===== config.mk =====
export PLATFORM = sky130hd
export DESIGN_NAME = flash_record_page_manager
export DESIGN_NICKNAME = d
export VERILOG_FILES = /design/src/rtl/frpm_pkg.sv /design/src/rtl/frpm_ctrl.sv /design/src/rtl/frpm_datapath.sv /design/src/rtl/flash_record_page_manager.sv
export SDC_FILE = /design/constraint.sdc
export NUM_CORES = 2
export LEC_CHECK = 0
export BUFFER_PORTS_ARGS = -buffer_cell sky130_fd_sc_hd__clkbuf_2
export CAP_MARGIN = 20
export CORE_MARGIN = 1.5
export CORE_UTILIZATION = 31
export CTS_CLUSTER_SIZE = 10
export DETAILED_ROUTE_END_ITERATION = 16
export GPL_TIMING_DRIVEN = 0
export PLACE_DENSITY = 0.57
export SLEW_MARGIN = 10
export SYNTH_ARGS = -nofsm -noshare
export SYNTH_HDL_FRONTEND = slang
export SYNTH_SLANG_ARGS = --single-unit

===== constraint.sdc =====
create_clock -name aclk -period 12 [get_ports aclk]
set_input_delay 0.6 -clock aclk [delete_from_list [all_inputs] [get_ports aclk]]
set_output_delay 0.6 -clock aclk [all_outputs]
set_load 0.01 [all_outputs]

===== src/rtl/frpm_pkg.sv =====
// ----------------------------------------------------------------------------
// frpm_pkg
// Shared constants, step codes and controller/datapath interface types for
// the flash record page manager.
// ----------------------------------------------------------------------------
package frpm_pkg;

    localparam int PAGE_COUNT       = 8;
    localparam int PAGE_W           = $clog2(PAGE_COUNT);
    localparam int PAGE_BYTES       = 2048;
    localparam int PAGE_SHIFT       = $clog2(PAGE_BYTES);
    localparam int MAX_RECORD_BYTES = 256;
    localparam int FULL_COUNT       = 33;
    localparam int MAX_INV_WRITES   = 7;

    // opcodes
    localparam logic [1:0] OP_UPDATE = 2'd0;
    localparam logic [1:0] OP_LOCATE = 2'd1;
    localparam logic [1:0] OP_INVAL  = 2'd2;

    // page status
    localparam logic [1:0] PS_GOOD  = 2'd0;
    localparam logic [1:0] PS_STALE = 2'd1;
    localparam logic [1:0] PS_CLEAN = 2'd2;

    // actions
    localparam logic [2:0] ACT_WRITE = 3'd0;
    localparam logic [2:0] ACT_ERASE = 3'd1;
    localparam logic [2:0] ACT_WDATA = 3'd2;
    localparam logic [2:0] ACT_RDATA = 3'd3;
    localparam logic [2:0] ACT_NONE  = 3'd4;

    // result status
    localparam logic [1:0] STS_OK     = 2'd0;
    localparam logic [1:0] STS_REJECT = 2'd1;
    localparam logic [1:0] STS_FAIL   = 2'd2;

    // configuration register indexes
    localparam logic [1:0] CFG_REGION_BASE = 2'd0;
    localparam logic [1:0] CFG_INVALID_TAG = 2'd1;

    // controller steps
    localparam logic [3:0] S_IDLE   = 4'd0;
    localparam logic [3:0] S_FIND   = 4'd1;
    localparam logic [3:0] S_FIT    = 4'd2;
    localparam logic [3:0] S_BUMP   = 4'd3;
    localparam logic [3:0] S_SCAN   = 4'd4;
    localparam logic [3:0] S_ERASE  = 4'd5;
    localparam logic [3:0] S_FAIL   = 4'd6;
    localparam logic [3:0] S_RECENT = 4'd7;
    localparam logic [3:0] S_NEWHDR = 4'd8;
    localparam logic [3:0] S_OLDHDR = 4'd9;
    localparam logic [3:0] S_DATA   = 4'd10;
    localparam logic [3:0] S_READ   = 4'd11;
    localparam logic [3:0] S_DONE   = 4'd12;
    localparam logic [3:0] S_REJECT = 4'd13;
    localparam logic [3:0] S_INV    = 4'd14;
    localparam logic [3:0] S_INVEND = 4'd15;

    typedef struct packed {
        logic [3:0] step;
        logic       fire;
    } frpm_cmd_t;

    typedef struct packed {
        logic [1:0] op;
        logic       bad;
        logic       old_hit;
        logic       fit;
        logic       full;
        logic       have_clean;
        logic       have_stale;
        logic       eok;
        logic       inv_emit;
        logic       inv_last;
        logic       out_free;
    } frpm_status_t;

    // header word as written to flash: MRP bit 31, MRU bit 30, tag 23..0
    function automatic logic [31:0] header_word(input logic [25:0] h);
        header_word = {h[25], h[24], 6'b0, h[23:0]};
    endfunction

    // unary block counter word
    function automatic logic [31:0] unary_word(input logic [5:0] v);
        logic [31:0] w;
        w = 32'hFFFF_FFFF;
        if (v >= 6'(FULL_COUNT)) begin
            w = 32'h0000_0000;
        end else if (v > 6'd1) begin
            w = ~((32'd1 << (v - 6'd1)) - 32'd1);
        end
        unary_word = w;
    endfunction

endpackage


===== src/rtl/frpm_ctrl.sv =====
// ----------------------------------------------------------------------------
// frpm_ctrl
// Request sequencer: walks one request through its steps and tells the
// datapath when a step completes.
// ----------------------------------------------------------------------------
module frpm_ctrl (
    input  logic                  aclk,
    input  logic                  aresetn,
    input  logic                  s_valid,
    output logic                  s_ready,
    input  frpm_pkg::frpm_status_t sts,
    output frpm_pkg::frpm_cmd_t    cmd
);

    logic [3:0] state_reg;
    logic [3:0] state_next;
    logic       emits;
    logic       fire;

    always_comb begin
        unique case (state_reg)
            frpm_pkg::S_IDLE, frpm_pkg::S_FIND, frpm_pkg::S_FIT,
            frpm_pkg::S_SCAN: emits = 1'b0;
            frpm_pkg::S_INV:  emits = sts.inv_emit;
            default:          emits = 1'b1;
        endcase
    end

    assign fire = (state_reg == frpm_pkg::S_IDLE) ? s_valid : (!emits || sts.out_free);

    always_comb begin
        state_next = state_reg;
        unique case (state_reg)
            frpm_pkg::S_IDLE: state_next = frpm_pkg::S_FIND;
            frpm_pkg::S_FIND: begin
                if (sts.op == frpm_pkg::OP_INVAL) begin
                    state_next = frpm_pkg::S_INV;
                end else if (sts.op == frpm_pkg::OP_UPDATE) begin
                    state_next = sts.bad ? frpm_pkg::S_REJECT : frpm_pkg::S_FIT;
                end else if (sts.op == frpm_pkg::OP_LOCATE) begin
                    state_next = (sts.bad || !sts.old_hit) ? frpm_pkg::S_REJECT
                                                           : frpm_pkg::S_READ;
                end else begin
                    state_next = frpm_pkg::S_REJECT;
                end
            end
            frpm_pkg::S_FIT: begin
                if (sts.fit) begin
                    state_next = sts.full ? frpm_pkg::S_DATA : frpm_pkg::S_BUMP;
                end else begin
                    state_next = frpm_pkg::S_SCAN;
                end
            end
            frpm_pkg::S_BUMP: state_next = frpm_pkg::S_DATA;
            frpm_pkg::S_SCAN: begin
                if (sts.have_clean) begin
                    state_next = frpm_pkg::S_NEWHDR;
                end else if (sts.have_stale) begin
                    state_next = frpm_pkg::S_ERASE;
                end else begin
                    state_next = frpm_pkg::S_FAIL;
                end
            end
            frpm_pkg::S_ERASE:  state_next = sts.eok ? frpm_pkg::S_RECENT : frpm_pkg::S_FAIL;
            frpm_pkg::S_RECENT: state_next = frpm_pkg::S_NEWHDR;
            frpm_pkg::S_NEWHDR: state_next = sts.old_hit ? frpm_pkg::S_OLDHDR : frpm_pkg::S_DATA;
            frpm_pkg::S_OLDHDR: state_next = frpm_pkg::S_DATA;
            frpm_pkg::S_DATA:   state_next = frpm_pkg::S_DONE;
            frpm_pkg::S_READ:   state_next = frpm_pkg::S_DONE;
            frpm_pkg::S_INV:    state_next = sts.inv_last ? frpm_pkg::S_INVEND : frpm_pkg::S_INV;
            frpm_pkg::S_DONE, frpm_pkg::S_REJECT, frpm_pkg::S_FAIL,
            frpm_pkg::S_INVEND: state_next = frpm_pkg::S_IDLE;
            default:            state_next = frpm_pkg::S_IDLE;
        endcase
    end

    always_ff @(posedge aclk) begin
        if (!aresetn) begin
            state_reg <= frpm_pkg::S_IDLE;
        end else if (fire) begin
            state_reg <= state_next;
        end
    end

    assign s_ready   = (state_reg == frpm_pkg::S_IDLE);
    assign cmd.step  = state_reg;
    assign cmd.fire  = fire;

    a_emit_needs_slot: assert property (@(posedge aclk) disable iff (!aresetn)
        (fire && emits) |-> sts.out_free)
        else $error("result issued with output register occupied");

    a_accept_to_find: assert property (@(posedge aclk) disable iff (!aresetn)
        (s_valid && s_ready) |=> (state_reg == frpm_pkg::S_FIND))
        else $error("accepted request did not start lookup");

    a_last_to_idle: assert property (@(posedge aclk) disable iff (!aresetn)
        (fire && (state_reg == frpm_pkg::S_DONE || state_reg == frpm_pkg::S_REJECT ||
                  state_reg == frpm_pkg::S_FAIL || state_reg == frpm_pkg::S_INVEND))
        |=> s_ready)
        else $error("final word issued without returning to idle");

endmodule


===== src/rtl/frpm_datapath.sv =====
// ----------------------------------------------------------------------------
// frpm_datapath
// Page table, configuration registers, address arithmetic and the result
// output register.
// ----------------------------------------------------------------------------
module frpm_datapath (
    input  logic                   aclk,
    input  logic                   aresetn,
    input  logic                   cfg_valid,
    input  logic [1:0]             cfg_index,
    input  logic [31:0]            cfg_data,
    input  logic [1:0]             s_opcode,
    input  logic [23:0]            s_record_tag,
    input  logic [8:0]             s_record_size,
    input  logic                   s_erase_ok,
    input  frpm_pkg::frpm_cmd_t    cmd,
    output frpm_pkg::frpm_status_t sts,
    output logic                   m_valid,
    input  logic                   m_ready,
    output logic [2:0]             m_action,
    output logic [31:0]            m_flash_address,
    output logic [31:0]            m_flash_word,
    output logic [8:0]             m_data_length,
    output logic [1:0]             m_status,
    output logic                   m_last
);

    localparam int PW = frpm_pkg::PAGE_W;

    logic [31:0] region_base_reg;
    logic [23:0] invalid_tag_reg;

    logic [1:0]  page_status_reg [frpm_pkg::PAGE_COUNT];
    logic [25:0] page_header_reg [frpm_pkg::PAGE_COUNT];
    logic [31:0] block_start_reg [frpm_pkg::PAGE_COUNT];
    logic [5:0]  block_fill_reg  [frpm_pkg::PAGE_COUNT];
    logic [PW-1:0] recent_reg;

    // request
    logic [1:0]  op_reg;
    logic [23:0] tag_reg;
    logic [8:0]  size_reg;
    logic        eok_reg;

    logic [PW-1:0] old_reg;
    logic          old_hit_reg;
    logic [15:0]   prod_reg;
    logic [31:0]   dst_reg;
    logic          fit_reg;
    logic [PW-1:0] np_reg;
    logic          clean_reg;
    logic          stale_reg;
    logic [PW-1:0] inv_idx_reg;
    logic [2:0]    inv_cnt_reg;
    logic          inv_hit_reg;

    logic          m_valid_reg;
    logic [2:0]    act_reg;
    logic [31:0]   addr_reg;
    logic [31:0]   word_reg;
    logic [8:0]    len_reg;
    logic [1:0]    stat_reg;
    logic          last_reg;

    logic [9:0]    stride;
    logic          bad;
    logic [PW-1:0] find_idx;
    logic          find_hit;
    logic [5:0]    fill_f;
    logic [5:0]    mul_a;
    logic [5:0]    fill_o;
    logic          full;
    logic [31:0]   dst_c;
    logic [31:0]   end_c;
    logic          fit_c;
    logic [PW-1:0] sc_clean;
    logic [PW-1:0] sc_stale;
    logic          sc_has_clean;
    logic          sc_has_stale;
    logic          inv_match;
    logic          inv_emit;
    logic          out_free;
    logic          do_emit;
    logic [2:0]    e_act;
    logic [31:0]   e_addr;
    logic [31:0]   e_word;
    logic [8:0]    e_len;
    logic [1:0]    e_stat;
    logic          e_last;
    logic [25:0]   recent_hdr;
    logic [25:0]   old_hdr;
    logic [25:0]   inv_hdr;

    function automatic logic [31:0] page_addr(input logic [31:0] base, input logic [PW:0] p);
        page_addr = base + (32'(p) << frpm_pkg::PAGE_SHIFT);
    endfunction

    assign stride = (10'(size_reg) + 10'd3) & ~10'd3;
    assign bad    = (tag_reg == invalid_tag_reg) ||
                    (size_reg > 9'(frpm_pkg::MAX_RECORD_BYTES));

    always_comb begin
        find_idx = '0;
        find_hit = 1'b0;
        for (int i = frpm_pkg::PAGE_COUNT - 1; i >= 0; i--) begin
            if (page_status_reg[i] == frpm_pkg::PS_GOOD &&
                page_header_reg[i][23:0] == tag_reg) begin
                find_idx = PW'(i);
                find_hit = 1'b1;
            end
        end
    end

    assign fill_f = block_fill_reg[find_idx];
    assign mul_a  = (op_reg == frpm_pkg::OP_LOCATE) ?
                    ((fill_f == 6'd0) ? 6'd0 : fill_f - 6'd1) : fill_f;

    assign fill_o = block_fill_reg[old_reg];
    assign full   = (fill_o >= 6'(frpm_pkg::FULL_COUNT));
    assign dst_c  = block_start_reg[old_reg] + 32'(prod_reg) + (full ? 32'd8 : 32'd4);
    assign end_c  = page_addr(region_base_reg, {1'b0, old_reg} + (PW+1)'(1));
    assign fit_c  = old_hit_reg && ((dst_c + 32'(stride)) <= end_c);

    // round-robin search after the most recent page
    always_comb begin
        logic [PW-1:0] p;
        sc_clean     = '0;
        sc_stale     = '0;
        sc_has_clean = 1'b0;
        sc_has_stale = 1'b0;
        for (int i = 0; i < frpm_pkg::PAGE_COUNT; i++) begin
            p = recent_reg + PW'(1) + PW'(i);
            if (!sc_has_clean) begin
                if (page_status_reg[p] == frpm_pkg::PS_CLEAN) begin
                    sc_clean     = p;
                    sc_has_clean = 1'b1;
                end else if (!sc_has_stale && page_status_reg[p] == frpm_pkg::PS_STALE) begin
                    sc_stale     = p;
                    sc_has_stale = 1'b1;
                end
            end
        end
    end

    assign inv_match = page_header_reg[inv_idx_reg][25] &&
                       (page_header_reg[inv_idx_reg][23:0] == tag_reg);
    assign inv_emit  = inv_match && (inv_cnt_reg < 3'(frpm_pkg::MAX_INV_WRITES));

    assign recent_hdr = page_header_reg[recent_reg] & ~26'h100_0000;
    assign old_hdr    = page_header_reg[old_reg] & ~26'h200_0000;
    assign inv_hdr    = page_header_reg[inv_idx_reg] & ~26'h200_0000;

    assign out_free = !m_valid_reg || m_ready;

    always_comb begin
        do_emit = 1'b1;
        e_act   = frpm_pkg::ACT_WRITE;
        e_addr  = '0;
        e_word  = '0;
        e_len   = '0;
        e_stat  = frpm_pkg::STS_OK;
        e_last  = 1'b0;
        unique case (cmd.step)
            frpm_pkg::S_BUMP: begin
                e_addr = block_start_reg[old_reg];
                e_word = frpm_pkg::unary_word(fill_o + 6'd1);
            end
            frpm_pkg::S_ERASE: begin
                e_act  = frpm_pkg::ACT_ERASE;
                e_addr = page_addr(region_base_reg, {1'b0, np_reg});
            end
            frpm_pkg::S_RECENT: begin
                e_addr = page_addr(region_base_reg, {1'b0, recent_reg});
                e_word = frpm_pkg::header_word(recent_hdr);
            end
            frpm_pkg::S_NEWHDR: begin
                e_addr = page_addr(region_base_reg, {1'b0, np_reg});
                e_word = frpm_pkg::header_word({2'b11, tag_reg});
            end
            frpm_pkg::S_OLDHDR: begin
                e_addr = page_addr(region_base_reg, {1'b0, old_reg});
                e_word = frpm_pkg::header_word(old_hdr);
            end
            frpm_pkg::S_INV: begin
                do_emit = inv_emit;
                e_addr  = page_addr(region_base_reg, {1'b0, inv_idx_reg});
                e_word  = frpm_pkg::header_word(inv_hdr);
            end
            frpm_pkg::S_DATA: begin
                e_act  = frpm_pkg::ACT_WDATA;
                e_addr = dst_reg;
                e_len  = size_reg;
            end
            frpm_pkg::S_READ: begin
                e_act  = frpm_pkg::ACT_RDATA;
                e_addr = block_start_reg[old_reg] + 32'd4 + 32'(prod_reg);
                e_len  = size_reg;
            end
            frpm_pkg::S_DONE: begin
                e_act  = frpm_pkg::ACT_NONE;
                e_last = 1'b1;
            end
            frpm_pkg::S_REJECT: begin
                e_act  = frpm_pkg::ACT_NONE;
                e_stat = frpm_pkg::STS_REJECT;
                e_last = 1'b1;
            end
            frpm_pkg::S_FAIL: begin
                e_act  = frpm_pkg::ACT_NONE;
                e_stat = frpm_pkg::STS_FAIL;
                e_last = 1'b1;
            end
            frpm_pkg::S_INVEND: begin
                e_act  = frpm_pkg::ACT_NONE;
                e_stat = inv_hit_reg ? frpm_pkg::STS_OK : frpm_pkg::STS_REJECT;
                e_last = 1'b1;
            end
            default: do_emit = 1'b0;
        endcase
    end

    // config and output word
    always_ff @(posedge aclk) begin
        if (!aresetn) begin
            region_base_reg <= '0;
            invalid_tag_reg <= 24'hFF_FFFF;
            m_valid_reg     <= 1'b0;
        end else begin
            if (cfg_valid) begin
                unique case (cfg_index)
                    frpm_pkg::CFG_REGION_BASE: region_base_reg <= cfg_data;
                    frpm_pkg::CFG_INVALID_TAG: invalid_tag_reg <= cfg_data[23:0];
                    default: ;
                endcase
            end
            if (cmd.fire && do_emit) begin
                m_valid_reg <= 1'b1;
            end else if (m_ready) begin
                m_valid_reg <= 1'b0;
            end
        end
    end

    always_ff @(posedge aclk) begin
        if (cmd.fire && do_emit) begin
            act_reg  <= e_act;
            addr_reg <= e_addr;
            word_reg <= e_word;
            len_reg  <= e_len;
            stat_reg <= e_stat;
            last_reg <= e_last;
        end
    end

    // request working registers
    always_ff @(posedge aclk) begin
        if (cmd.fire) begin
            unique case (cmd.step)
                frpm_pkg::S_IDLE: begin
                    op_reg   <= s_opcode;
                    tag_reg  <= s_record_tag;
                    size_reg <= s_record_size;
                    eok_reg  <= s_erase_ok;
                end
                frpm_pkg::S_FIND: begin
                    old_reg     <= find_idx;
                    old_hit_reg <= find_hit;
                    prod_reg    <= 16'(mul_a) * 16'(stride);
                    inv_idx_reg <= '0;
                    inv_cnt_reg <= '0;
                    inv_hit_reg <= 1'b0;
                end
                frpm_pkg::S_FIT: begin
                    dst_reg <= dst_c;
                    fit_reg <= fit_c;
                end
                frpm_pkg::S_SCAN: begin
                    np_reg    <= sc_has_clean ? sc_clean : sc_stale;
                    clean_reg <= sc_has_clean;
                    stale_reg <= sc_has_stale;
                end
                frpm_pkg::S_NEWHDR: begin
                    dst_reg <= page_addr(region_base_reg, {1'b0, np_reg}) + 32'd8;
                end
                frpm_pkg::S_INV: begin
                    inv_idx_reg <= inv_idx_reg + PW'(1);
                    if (inv_match) begin
                        inv_hit_reg <= 1'b1;
                    end
                    if (inv_emit) begin
                        inv_cnt_reg <= inv_cnt_reg + 3'd1;
                    end
                end
                default: ;
            endcase
        end
    end

    // page table
    always_ff @(posedge aclk) begin
        if (!aresetn) begin
            for (int i = 0; i < frpm_pkg::PAGE_COUNT; i++) begin
                page_status_reg[i] <= frpm_pkg::PS_CLEAN;
                page_header_reg[i] <= '0;
            end
            recent_reg <= PW'(frpm_pkg::PAGE_COUNT - 1);
        end else if (cmd.fire) begin
            unique case (cmd.step)
                frpm_pkg::S_FIT: begin
                    if (fit_c && full) begin
                        block_start_reg[old_reg] <= dst_c - 32'd4;
                        block_fill_reg[old_reg]  <= 6'd1;
                    end
                end
                frpm_pkg::S_BUMP: block_fill_reg[old_reg] <= fill_o + 6'd1;
                frpm_pkg::S_RECENT: begin
                    page_header_reg[recent_reg] <= recent_hdr;
                    recent_reg                  <= np_reg;
                end
                frpm_pkg::S_NEWHDR: begin
                    page_header_reg[np_reg] <= {2'b11, tag_reg};
                    page_status_reg[np_reg] <= frpm_pkg::PS_GOOD;
                    block_start_reg[np_reg] <= page_addr(region_base_reg, {1'b0, np_reg})
                                               + 32'd4;
                    block_fill_reg[np_reg]  <= 6'd1;
                end
                frpm_pkg::S_OLDHDR: begin
                    page_header_reg[old_reg] <= old_hdr;
                    page_status_reg[old_reg] <= frpm_pkg::PS_STALE;
                end
                frpm_pkg::S_INV: begin
                    if (inv_match) begin
                        page_header_reg[inv_idx_reg] <= inv_hdr;
                        page_status_reg[inv_idx_reg] <= frpm_pkg::PS_STALE;
                    end
                end
                default: ;
            endcase
        end
    end

    assign sts.op         = op_reg;
    assign sts.bad        = bad;
    assign sts.old_hit    = (cmd.step == frpm_pkg::S_FIND) ? find_hit : old_hit_reg;
    assign sts.fit        = fit_c;
    assign sts.full       = full;
    assign sts.have_clean = sc_has_clean;
    assign sts.have_stale = sc_has_stale;
    assign sts.eok        = eok_reg;
    assign sts.inv_emit   = inv_emit;
    assign sts.inv_last   = (inv_idx_reg == PW'(frpm_pkg::PAGE_COUNT - 1));
    assign sts.out_free   = out_free;

    // allocation decision of the current request
    a_np_choice: assert property (@(posedge aclk) disable iff (!aresetn)
        (cmd.fire && cmd.step == frpm_pkg::S_NEWHDR && !fit_reg)
        |-> (clean_reg || stale_reg))
        else $error("new page opened with no clean or stale page found");

    assign m_valid         = m_valid_reg;
    assign m_action        = act_reg;
    assign m_flash_address = addr_reg;
    assign m_flash_word    = word_reg;
    assign m_data_length   = len_reg;
    assign m_status        = stat_reg;
    assign m_last          = last_reg;

endmodule


===== src/rtl/flash_record_page_manager.sv =====
// ----------------------------------------------------------------------------
// flash_record_page_manager
// Page table manager of a log-structured flash record store: turns update,
// locate and invalidate requests into flash command words and a status.
//
//  channel | ports                       | direction
//  --------+-----------------------------+----------
//  request | s_valid/s_ready, s_*        | in
//  result  | m_valid/m_ready, m_*        | out
//  config  | cfg_valid/cfg_ready, cfg_*  | in
//
// One request at a time, one sequencer step per cycle unless a stalled result
// holds it; an invalidate walks the 8 pages one per cycle on the same terms.
// Each result word leaves in its own step. A stalled result holds the
// sequencer; the next request is taken when the sequencer returns to idle.
// Reset is synchronous; all pages come up clean.
// ----------------------------------------------------------------------------
module flash_record_page_manager (
    input  logic        aclk,
    input  logic        aresetn,
    input  logic        cfg_valid,
    output logic        cfg_ready,
    input  logic [1:0]  cfg_index,
    input  logic [31:0] cfg_data,
    input  logic        s_valid,
    output logic        s_ready,
    input  logic [1:0]  s_opcode,
    input  logic [23:0] s_record_tag,
    input  logic [8:0]  s_record_size,
    input  logic        s_erase_ok,
    output logic        m_valid,
    input  logic        m_ready,
    output logic [2:0]  m_action,
    output logic [31:0] m_flash_address,
    output logic [31:0] m_flash_word,
    output logic [8:0]  m_data_length,
    output logic [1:0]  m_status,
    output logic        m_last
);

    frpm_pkg::frpm_cmd_t    cmd;
    frpm_pkg::frpm_status_t sts;

    assign cfg_ready = 1'b1;

    frpm_ctrl u_ctrl (
        .aclk    (aclk),
        .aresetn (aresetn),
        .s_valid (s_valid),
        .s_ready (s_ready),
        .sts     (sts),
        .cmd     (cmd)
    );

    frpm_datapath u_dp (
        .aclk            (aclk),
        .aresetn         (aresetn),
        .cfg_valid       (cfg_valid),
        .cfg_index       (cfg_index),
        .cfg_data        (cfg_data),
        .s_opcode        (s_opcode),
        .s_record_tag    (s_record_tag),
        .s_record_size   (s_record_size),
        .s_erase_ok      (s_erase_ok),
        .cmd             (cmd),
        .sts             (sts),
        .m_valid         (m_valid),
        .m_ready         (m_ready),
        .m_action        (m_action),
        .m_flash_address (m_flash_address),
        .m_flash_word    (m_flash_word),
        .m_data_length   (m_data_length),
        .m_status        (m_status),
        .m_last          (m_last)
    );

endmodule

==> flow_metrics.py <==
metrics = {
    "outcome": {
        "status": "complete, no violations",
    },
    "worst_setup_path": {
        "endpoint_kind": "flop",
        "max_stage_delay_ns": 0.80,
        "slowest_stage": "clkbuf_1",
        "start_kind": "flop",
        "cp_data_arrival_time_ns": 12.05,
        "crit_type": "flop to flop",
        "path_max_fanout": 19,
        "worstPathRequired_ns": 12.41,
        "crit_top_cell": "buf_6",
    },
    "die": {
        "start_util_pct": 31.2,
        "row_count": 147,
        "io_pins": 157,
        "fp.dieH_um": 405,
        "core_sq_um": 161000,
        "die_w_um": 405,
        "fp.dieArea_sq_um": 164000,
    },
    "placement": {
        "hpwl_um": 161000,
        "gp_congestion": 1.08,
        "post_dp_cell_area_sq_um": 54500,
        "port-buffer-count": 154,
        "place_inst": 6829,
        "dp_slack_ns": -4.24,
    },
    "sta": {
        "rsz0062_at_grt": "false",
        "finalCriticalPeriod_ns": 11.64,
        "skew_ns": 0.0497,
        "worst_slack_ns": 0.355,
        "relSlewSlack_pct": 10.9,
        "post-route-period-util_pct": 97.0,
        "tightestPinTransition_ns": 1.34,
        "fmax_ghz": 0.0859,
        "slew_violations": 0,
        "finalSetupViolations": 0,
        "finalHoldViolations": 0,
    },
    "grt": {
        "grt_pass1_wl_um": 288000,
        "grt_pass1_vias": 38500,
        "antenna_found_initial": 8,
        "grt_max_degree": 46,
        "grtUsageTotal_pct": 24.7,
        "grt-ovfl-total": 0,
    },
    "cells_and_area": {
        "largest_reg_flops": 256,
        "final_cell_mix": "695 x edfxtp_1, 453 x nor2_1, 385 x nand2_1",
        "fin_nets": 5016,
        "drive_gt1_share_pct": 17.2,
        "area_delta_synth_final_pct": 15.4,
        "utilization_pct": 36.1,
        "final_common_cell": "edfxtp_1",
        "final_area_sq_um": 57900,
        "final_cells": 7023,
    },
    "synth": {
        "syn_inst": 4466,
        "synth_seq_cells": 776,
        "yosysTopAreaCell": "edfxtp_1",
        "synth_warnings": 0,
        "synthFlopType": "edfxtp_1",
        "synth_area_leaders": "edfxtp_1 42%, mux4_2 10%, xnor2_1 5.2%",
        "synth.top_cell.area_share_pct": 41.6,
        "synthArstFlopShare_pct": 0,
        "synth_cell_types": 107,
        "synth_area_sq_um": 50200,
        "yosysSeqAreaShare_pct": 44.8,
        "syn_area_per_cell_sq_um": 11.2,
        "syn_nets": 4695,
        "synth-edff-count": 695,
    },
    "clock_network": {
        "clk_path_buf_depth": 3,
        "numCtsBuffers": 95,
        "insertion_delay_ns": 0.74,
        "htreeDepth": 3,
        "clkTransAtPathRegs_ns": 0.06,
        "cts_hold_buf": 0,
        "cts_root_buf": "clkbuf_16",
        "cts_tree": "yes",
        "clock_sinks": 776,
    },
    "power_and_ir_drop": {
        "p_leak_nw": 20.4,
        "vdd_drop_max_mv": 0.232,
        "p_per_area_nw_per_um2": 274,
    },
    "detailed_routing": {
        "drt_iter0_markers": 5972,
        "drt_first_pass_iters": 8,
        "postRouteAntennaNets": 0,
        "via_per_inst": 5.81,
        "wire_per_inst_um": 29.5,
        "num_vias": 40800,
        "drc": 0,
        "wirelength_um": 207000,
    },
    "run": {
        "drv_cap": 0,
    },
    "hold_path": {
        "min_path_type": "primary input to flop",
    },
}
-- per-stage QoR --
stage / hold slack, ns / setup TNS (ns) / total power, mW
finish: 0.0331 / 0 / 15.9
global route: 0.0377 / 0 / 16.6
CTS: 0.00406 / 0 / 15.6
detailed placement: 0.482 / -1242.60 / 12.7
global placement: 0.481 / -1798.53 / 12.5
floorplan: 0.460 / 0 / 9.67
-- cell usage after synthesis, types with 42 or more instances --
| library cell | count |
|---|---|
| xnor2_1 | 296 |
| a21boi_0 | 47 |
| dfxtp_1 | 81 |
| nand4_1 | 74 |
| o21ai_0 | 191 |
| mux2_2 | 44 |
| mux2i_1 | 142 |
| a21o_1 | 42 |
| ha_1 | 123 |
| xor2_1 | 195 |
| clkbuf_1 | 153 |
| edfxtp_1 | 695 |
| nor3_1 | 76 |
| inv_1 | 116 |
| nor2_1 | 461 |
| a21oi_1 | 155 |
| nand3_1 | 117 |
| nor4_1 | 58 |
| mux4_2 | 228 |
| buf_2 | 46 |
| nand2_1 | 394 |
-- power breakdown --
part | switching, mW | internal, mW
clock network | 1.20 | 1.63
logic | 5.82 | 3.00
registers | 0.208 | 4.00
-- final cells by class --
type | instances | area [sq um]
Fill cell | 15900 | 103000
Multi-Input combinational cell | 3293 | 26100
Sequential cell | 776 | 22500
Clock buffer | 152 | 2750
Tap cell | 2160 | 2700
Timing Repair Buffer | 232 | 1790
Buffer | 268 | 1400
Inverter | 121 | 454
Clock inverter | 19 | 240
Antenna cell | 2 | 5.00
-- cell families (layout without fill, tap and decap cells) --
kind of cell / Yosys count / in the layout / share of synthesized area, %
AO/OA/AOI/OAI: 782 / 782 / 10.5
XOR/XNOR: 493 / 493 / 8.67
adder cells (fa/ha/maj): 154 / 154 / 4.31
buffers and inverters: 397 / 792 / 3.62
flip-flops: 776 / 776 / 44.8
multiplexers: 417 / 417 / 14.2
other: 1 / 3 / 0.00748
AND/OR/NAND/NOR: 1446 / 1446 / 13.9
-- metal layers --
| metal | vias to the layer above | GRT usage (%) | wire, um |
|---|---|---|---|
| met4 | 14 | 13.1 | 12400 |
| met3 | 548 | 5.94 | 21500 |
| li1 | 17400 | - | - |
| met2 | 2419 | 36.7 | 89500 |
| met1 | 20400 | 33.0 | 83900 |
| met5 | - | 0 | 85 |
-- path summary, 6_finish.rpt --
| path | cells past startpoint | start | slack (ns) | to |
|---|---|---|---|---|
| setup / recovery | 38 | flop | 0.36 | u_dp.block_start_reg[5][23]$_DFFE_PP_ |
| hold / removal | 1 | s_record_tag[0] | 0.03 | u_dp.tag_reg[0]$_DFFE_PP_ |
| setup reg to reg | 38 | flop | 0.36 | u_dp.block_start_reg[5][23]$_DFFE_PP_ |
| hold reg to reg | 2 | u_dp.invalid_tag_reg[20]$_SDFFE_PN1P_ | 0.49 | u_dp.invalid_tag_reg[20]$_SDFFE_PN1P_ |
-- what timing repair did --
item | 4_1_cts | 5_1_grt
buffers inserted | 18 | 1
pin swaps | 7 | 1
endpoints found under the setup margin | 412 | 304
gates resized for setup | 36 | 15
-- critical path: cells and delay by family, from the launching register on --
family / cells / cell delay, ns
buffers and inverters: 11 / 3.67
AND/OR/NAND/NOR: 9 / 2.53
AO/OA/AOI/OAI: 10 / 2.14
adder cells (fa/ha/maj): 4 / 1.11
multiplexers: 2 / 0.78
XOR/XNOR: 2 / 0.69
flip-flops: 1 / 0.34
No activity file was read; power rests on OpenSTA's default activity.
